$ cat src/hdl/csdma_pkg.sv
`timescale 1ns / 1ps
// ---------------------------------------------------------------------------
// COO sparse-dense matmul accumulate: shared package
// Operation codes, field widths and controller/datapath interface types.
// ---------------------------------------------------------------------------
package csdma_pkg;

    localparam int OP_W   = 2;
    localparam int IDX_W  = 8;
    localparam int LANE_W = 4;
    localparam int VAL_W  = 16;
    localparam int ACC_W  = 32;
    localparam int KCFG_W = 5;

    localparam logic [OP_W-1:0] OP_LOAD_X = 2'd0;
    localparam logic [OP_W-1:0] OP_CLEAR_Y = 2'd1;
    localparam logic [OP_W-1:0] OP_ACCUM = 2'd2;
    localparam logic [OP_W-1:0] OP_READ_Y = 2'd3;

    localparam logic [KCFG_W-1:0] K_WIDTH_RESET = 5'd16;

    localparam logic [ACC_W-1:0] ACC_MAX = 32'h7FFF_FFFF;
    localparam logic [ACC_W-1:0] ACC_MIN = 32'h8000_0000;

    typedef logic [KCFG_W-1:0] kcnt_t;

    // Controller to datapath
    typedef struct packed {
        logic  capture;    // latch the accepted item
        logic  x_we;       // write X at item col/lane
        logic  y_clr;      // zero Y at item row, lane cnt
        logic  acc_issue;  // read X and Y for lane cnt into the MAC pipe
        logic  y_rd;       // read Y at item row/lane
        logic  out_load;   // load the result register
        kcnt_t cnt;
    } cmd_t;

    // Datapath to controller
    typedef struct packed {
        logic [OP_W-1:0] op;
        kcnt_t           k_lanes;
        logic            row_ok;
        logic            col_ok;
        logic            lane_ok;
        logic            pipe_busy;
    } status_t;

endpackage

$ cat src/hdl/csdma_ctrl.sv
`timescale 1ns / 1ps
// ---------------------------------------------------------------------------
// COO sparse-dense matmul accumulate: controller
// Sequences one item at a time and owns both stream handshakes.
// ---------------------------------------------------------------------------
module csdma_ctrl (
    input  logic               aclk,
    input  logic               aresetn,
    input  logic               s_tvalid,
    output logic               s_tready,
    output logic               m_tvalid,
    input  logic               m_tready,
    input  csdma_pkg::status_t status,
    output csdma_pkg::cmd_t    cmd
);

    localparam logic [2:0] ST_IDLE      = 3'd0;
    localparam logic [2:0] ST_DISPATCH  = 3'd1;
    localparam logic [2:0] ST_CLEAR     = 3'd2;
    localparam logic [2:0] ST_ACC_ISSUE = 3'd3;
    localparam logic [2:0] ST_ACC_DRAIN = 3'd4;
    localparam logic [2:0] ST_READ_WAIT = 3'd5;
    localparam logic [2:0] ST_DONE      = 3'd6;

    logic [2:0]       state_reg;
    logic [2:0]       state_next;
    csdma_pkg::kcnt_t cnt_reg;
    csdma_pkg::kcnt_t cnt_next;
    logic             m_tvalid_reg;
    logic             m_tvalid_next;
    logic             last_lane;
    logic             out_free;

    assign last_lane = cnt_reg == (status.k_lanes - csdma_pkg::kcnt_t'(1));
    assign out_free  = !m_tvalid_reg || m_tready;

    always_comb begin
        state_next    = state_reg;
        cnt_next      = cnt_reg;
        m_tvalid_next = m_tvalid_reg && !m_tready;
        cmd           = '0;
        cmd.cnt       = cnt_reg;
        s_tready      = 1'b0;
        case (state_reg)
            ST_IDLE: begin
                s_tready    = 1'b1;
                cmd.capture = s_tvalid;
                if (s_tvalid) begin
                    state_next = ST_DISPATCH;
                end
            end
            ST_DISPATCH: begin
                cnt_next   = '0;
                state_next = ST_DONE;
                case (status.op)
                    csdma_pkg::OP_LOAD_X: begin
                        cmd.x_we = status.lane_ok && status.col_ok;
                    end
                    csdma_pkg::OP_CLEAR_Y: begin
                        if (status.row_ok && status.k_lanes != '0) begin
                            state_next = ST_CLEAR;
                        end
                    end
                    csdma_pkg::OP_ACCUM: begin
                        if (status.row_ok && status.col_ok && status.k_lanes != '0) begin
                            state_next = ST_ACC_ISSUE;
                        end
                    end
                    csdma_pkg::OP_READ_Y: begin
                        if (status.lane_ok && status.row_ok) begin
                            cmd.y_rd   = 1'b1;
                            state_next = ST_READ_WAIT;
                        end
                    end
                    default: begin
                        state_next = ST_DONE;
                    end
                endcase
            end
            ST_CLEAR: begin
                cmd.y_clr = 1'b1;
                cnt_next  = cnt_reg + csdma_pkg::kcnt_t'(1);
                if (last_lane) begin
                    state_next = ST_DONE;
                end
            end
            ST_ACC_ISSUE: begin
                cmd.acc_issue = 1'b1;
                cnt_next      = cnt_reg + csdma_pkg::kcnt_t'(1);
                if (last_lane) begin
                    state_next = ST_ACC_DRAIN;
                end
            end
            ST_ACC_DRAIN: begin
                if (!status.pipe_busy) begin
                    state_next = ST_DONE;
                end
            end
            ST_READ_WAIT: begin
                state_next = ST_DONE;
            end
            ST_DONE: begin
                if (out_free) begin
                    cmd.out_load  = 1'b1;
                    m_tvalid_next = 1'b1;
                    state_next    = ST_IDLE;
                end
            end
            default: begin
                state_next = ST_IDLE;
            end
        endcase
    end

    always_ff @(posedge aclk) begin
        if (!aresetn) begin
            state_reg    <= ST_IDLE;
            cnt_reg      <= '0;
            m_tvalid_reg <= 1'b0;
        end else begin
            state_reg    <= state_next;
            cnt_reg      <= cnt_next;
            m_tvalid_reg <= m_tvalid_next;
        end
    end

    assign m_tvalid = m_tvalid_reg;

endmodule

$ cat config.mk
export PLATFORM = sky130hd
export DESIGN_NAME = csdma_ctrl
export DESIGN_NICKNAME = d
export VERILOG_FILES = /design/src/hdl/csdma_pkg.sv /design/src/hdl/csdma_ctrl.sv
export SDC_FILE = /design/constraint.sdc
export NUM_CORES = 1
export LEC_CHECK = 0
export BUFFER_PORTS_ARGS = -buffer_cell sky130_fd_sc_hd__buf_2
export CORE_MARGIN = 1
export CORE_UTILIZATION = 45
export CTS_CLUSTER_SIZE = 12
export DETAILED_ROUTE_END_ITERATION = 10
export GPL_TIMING_DRIVEN = 0
export PLACE_DENSITY = 0.72
export SLEW_MARGIN = 20
export SYNTH_ARGS = -nofsm -noshare
export SYNTH_HDL_FRONTEND = slang
export SYNTH_SLANG_ARGS = --single-unit
$ cat constraint.sdc
create_clock -name aclk -period 3.1 [get_ports aclk]
set_input_delay 0.31 -clock aclk [delete_from_list [all_inputs] [get_ports aclk]]
set_output_delay 0.31 -clock aclk [all_outputs]
set_load 0.01 [all_outputs]
Yosys cells after proc, flatten, opt, wreduce, memory -nomap -nowiden
Cells that the tools add are included.
{"block": "totals", "out_inout_bits": 13, "input_bits": 15, "reg_bits": 9, "word_cells": 59}
{"block": "classes", "eq_ne": 15, "addsub": 2, "n_mux": 24, "n_reduce_logical": 15}
{"op": "$mux W3", "n": 7}
{"op": "$pmux W3 S7", "n": 1}
{"op": "$mux W1", "n": 13}
{"op": "$ne A2 B2 Y1 const B", "n": 5}
{"op": "$pmux W5 S2", "n": 1}
{"op": "$eq A3 B3 Y1 const B", "n": 3}
{"op": "$pmux W3 S3", "n": 1}
{"op": "$eq A3 B2 Y1 const B", "n": 2}
{"op": "$logic_and A1 B1 Y1", "n": 6}
{"op": "$add A5 B1 Y5 const B", "n": 1}
{"op": "$eq A5 B5 Y1", "n": 1}
{"op": "$reduce_and A5 Y1", "n": 1}
{"op": "$reduce_bool A5 Y1", "n": 1}
{"op": "$sub A5 B1 Y5 const B", "n": 1}
{"op": "$eq A2 B2 Y1 const B", "n": 2}
{"op": "$eq A3 B1 Y1 const B", "n": 1}
{"op": "$logic_not A3 Y1", "n": 1}
{"op": "$eq A2 B1 Y1 const B", "n": 1}
{"op": "$logic_not A1 Y1", "n": 2}
{"op": "$logic_not A2 Y1", "n": 1}
{"op": "$mux W2", "n": 1}
{"op": "$reduce_bool A2 Y1", "n": 1}
{"op": "$reduce_or A2 Y1", "n": 1}
{"op": "$logic_or A1 B1 Y1", "n": 1}

Longest topological paths before layout
{"block": "logic_depth", "word_depth": 5, "mapped_depth": 7, "depth_no_buf": 7}

Worst setup path before layout
OpenSTA, ideal clock, no wires.
{"block": "synth_path", "kind": "register to output", "from": "reg state_reg[2]", "to": "out cmd[9] in the netlist's numbering", "n_path_buf": 1, "required_time_ns": 2.790, "stages_incl_launch_ff": 5, "arrival_time_ns": 1.180, "path_slack_ns": 1.610, "path_cell_list": "dfxtp_1 -> buf_2 -> nor2_1 -> nand3_1 -> nor4b_1"}
{"item": "from (decl)", "line_no": "csdma_ctrl.sv:25", "source": "logic [2:0] state_reg;"}
{"item": "from (signal assigned)", "line_no": "csdma_ctrl.sv:121", "source": "state_reg <= state_next;"}
{"item": "to (decl)", "line_no": "csdma_ctrl.sv:14", "source": "output csdma_pkg::cmd_t cmd"}

==> flow_summary.ini <==
[cts]
post_cts_buffers = 0
clock_tree.root_cell = clkbuf_4
tritoncts = yes
htreeDepth = 1
clk_latency_ns = 0.27
cts_sinks = 9
cts_buffers = 3
cts_hold_buf = 0
post_cts_resized = 0
clkTransAtPathRegs_ns = 0.06
cts_buffer_depth = 2

[power_and_ir_drop]
p_leak_nw = 0.432
internal_power_mw = 0.235
clockPowerShare_pct = 25.5
switchingPower_mw = 0.133
ir_worst_vdd_uv = 254
powerDensity_nw_per_um2 = 423
sequentialPowerShare_pct = 36.1
swShare_pct = 36.1
combPwrFrac_pct = 38.4

[sta]
fin_skew_ns = 0.00335
worst_slew_pin_slew_ns = 0.255
fin_setup_tns_ns = 0
drv_slew = 0
hold_viol_final = 0
relSlewSlack_pct = 82.9
fin_crit_sh_pct = 58.2
clock.fmax_mhz = 555
fin_crit_ns = 1.80
setup_violations = 0
rsz0062_at_grt = no

[floorplanning]
rows = 13
fp.dieW_um = 41.1
initial_core_util_pct = 50.5
pin_count = 28
dieArea_um2 = 1690
chipHeight_um = 41.1
core_area_um2 = 1370

[place]
place.gp.congestion = 0.803
port_buffers = 27
dp_hpwl_um = 1200
placed_cell_area_um2 = 843

[outcome]
status = finished clean

[flow_run]
max_cap_viol_count = 0

[finish]
largest_reg_flops = 5
fillers = 130
areaGrowthSynthToFinish_pct = 26.1
diodes = 0
finalInstanceArea_um2 = 870
drive_gt1_share_pct = 33.1
nNetsFinal = 139

[synthesis]
syn_nets = 107
synth_area_leaders = dfxtp_1 (26%), nor2b_1 (5.4%), xor2_1 (5.1%)
synthMuxAreaShare_pct = 2.90
async_reset_ff_share_pct = 0
synth_cell_types = 35
synth_fa_ha_area_share_pct = 3.63
synthFlopType = dfxtp_1
synth.avg_cell_area_um2 = 7.66
synth-seq-cells = 9
netlist_area_um2 = 689
synth_top_area_share_pct = 26.1
synth_cells = 90
ys_seq_area_share_pct = 26.1
yosysTopAreaCell = dfxtp_1
ys_warn_count = 0
synth-simple-area-share_pct = 31.8
synth-edff-count = 0
synth-compound-area-share_pct = 21.8
synthXorXnorAreaFrac_pct = 7.62
synth_top_family_by_area = simple AND/OR/NAND/NOR gates

[grt]
grt_pass1_wl_um = 2210
gr-total-overflow = 0
grt_pass1_vias = 586
grt_max_degree = 11
grt.total_usage_pct = 19.8
grt_antenna_before_repair = 0

[worst_setup_path]
crit_path_start_kind = flop
worstSetupPathType = flop to output port
crit_path_end_kind = output port
cp_slowest_stage_delay_ns = 0.29
cpMaxStageDelayCell = dfxtp_1
worstPathCellList = buf_2 -> nor2_1 -> nand3_1 -> nor4b_1 -> buf_2
critPathMaxFanout = 10
crit_top_cell = buf_2
cp.required_ns = 2.79
cp_data_arrival_time_ns = 1.49
critical-path-top-delay-family = simple AND/OR/NAND/NOR gates
path_buf_inv = 2

[drt]
dr.pass1.iters = 4
viasPerCell = 5.32
drt-initial-drc-count = 12
wire_per_inst_um = 11.2
num_vias = 723
route.detailed.drc = 0
wl_um = 1520
drt.antenna.violating_nets = 0

[worst_hold_path]
hold_path.class = input pin to flop
==> power groups by stage <==
stage	Clock, mW	Sequential [mW]	Combinational, mW
5_1_grt	0.0981	0.134	0.161
3_3_place_gp	0	0.135	0.138
4_1_cts	0.0954	0.133	0.142
3_5_place_dp	0	0.135	0.142
6_report	0.0937	0.133	0.141
2_1_floorplan	0	0.136	0.0945
==> area by class of cell <==
type	count	area, um^2	area share [%]
tap	15	18.8	2.16
buffer	4	20.0	2.30
sequential	9	180	20.7
clock buffer	4	26.3	3.02
multi-input combinational	71	467	53.7
timing repair buffer	27	135	15.5
inverter	6	22.5	2.59
==> cells in the mapped netlist (all sizes together) (2+ instances only) <==
cell / instances
a22oi: 3
dfxtp: 9
a21o: 2
o21ai: 5
nand3: 5
nor3: 7
nor2b: 6
and2: 3
o21a: 2
nor2: 8
ha: 2
nand2: 3
buf: 3
inv: 6
xor2: 4
a21oi: 4
xnor2: 2
or2: 2
mux2i: 2
==> cells by family (layout without fill, tap and decap cells) <==
kind of cell | after synthesis | in the layout
AO/OA/AOI/OAI | 22 | 22
XOR/XNOR | 6 | 6
adder cells (fa/ha/maj) | 2 | 2
buffers and inverters | 10 | 41
flip-flops | 9 | 9
multiplexers | 2 | 2
AND/OR/NAND/NOR | 39 | 39
==> metal layers <==
metal / wire length, um / part of all wire [%] / GRT usage (%) / up-vias
met5: 0 / 0 / 0 / -
met4: 23 / 1.5 / 9.68 / 0
met3: 74 / 4.9 / 1.63 / 4
met2: 673 / 44 / 34.8 / 22
met1: 752 / 49 / 23.9 / 321
li1: - / - / - / 376
==> stage by stage <==
stage	hold WS (ns)	worst slack (ns)	cells	power [mW]	util (%)
after floorplan	0.428	1.61	90	0.230	-
after global placement	0.593	1.52	132	0.273	61.7
after detailed placement	0.611	1.50	132	0.277	61.7
after CTS	0.339	1.30	136	0.370	63.6
after global routing	0.347	1.09	136	0.393	63.6
final	0.341	1.30	136	0.368	63.6
==> path summary, 6_finish.rpt <==
kind / cells after the start / end / from / slack (ns)
worst max-delay path: 5 / cmd[9] / state_reg[2] / 1.30
worst min-delay path: 2 / m_tvalid / aresetn / 0.34
worst max register to register: 5 / state_reg[0] / cnt_reg[3] / 1.73
worst min register to register: 2 / cnt_reg[0] / cnt_reg[0] / 0.62
==> cell usage in the layout (no fill, tap or decap), types with 3 or more instances in the layout <==
cell,count
a21oi_1,4
buf_2,30
clkbuf_4,3
and2_1,3
xor2_1,4
dfxtp_1,9
nand3_1,5
nor2b_1,6
o21ai_0,3
nor3_1,6
nor2_1,8
a22oi_1,3
inv_1,6
nand2_1,3
No activity file was read; power rests on OpenSTA's default activity.
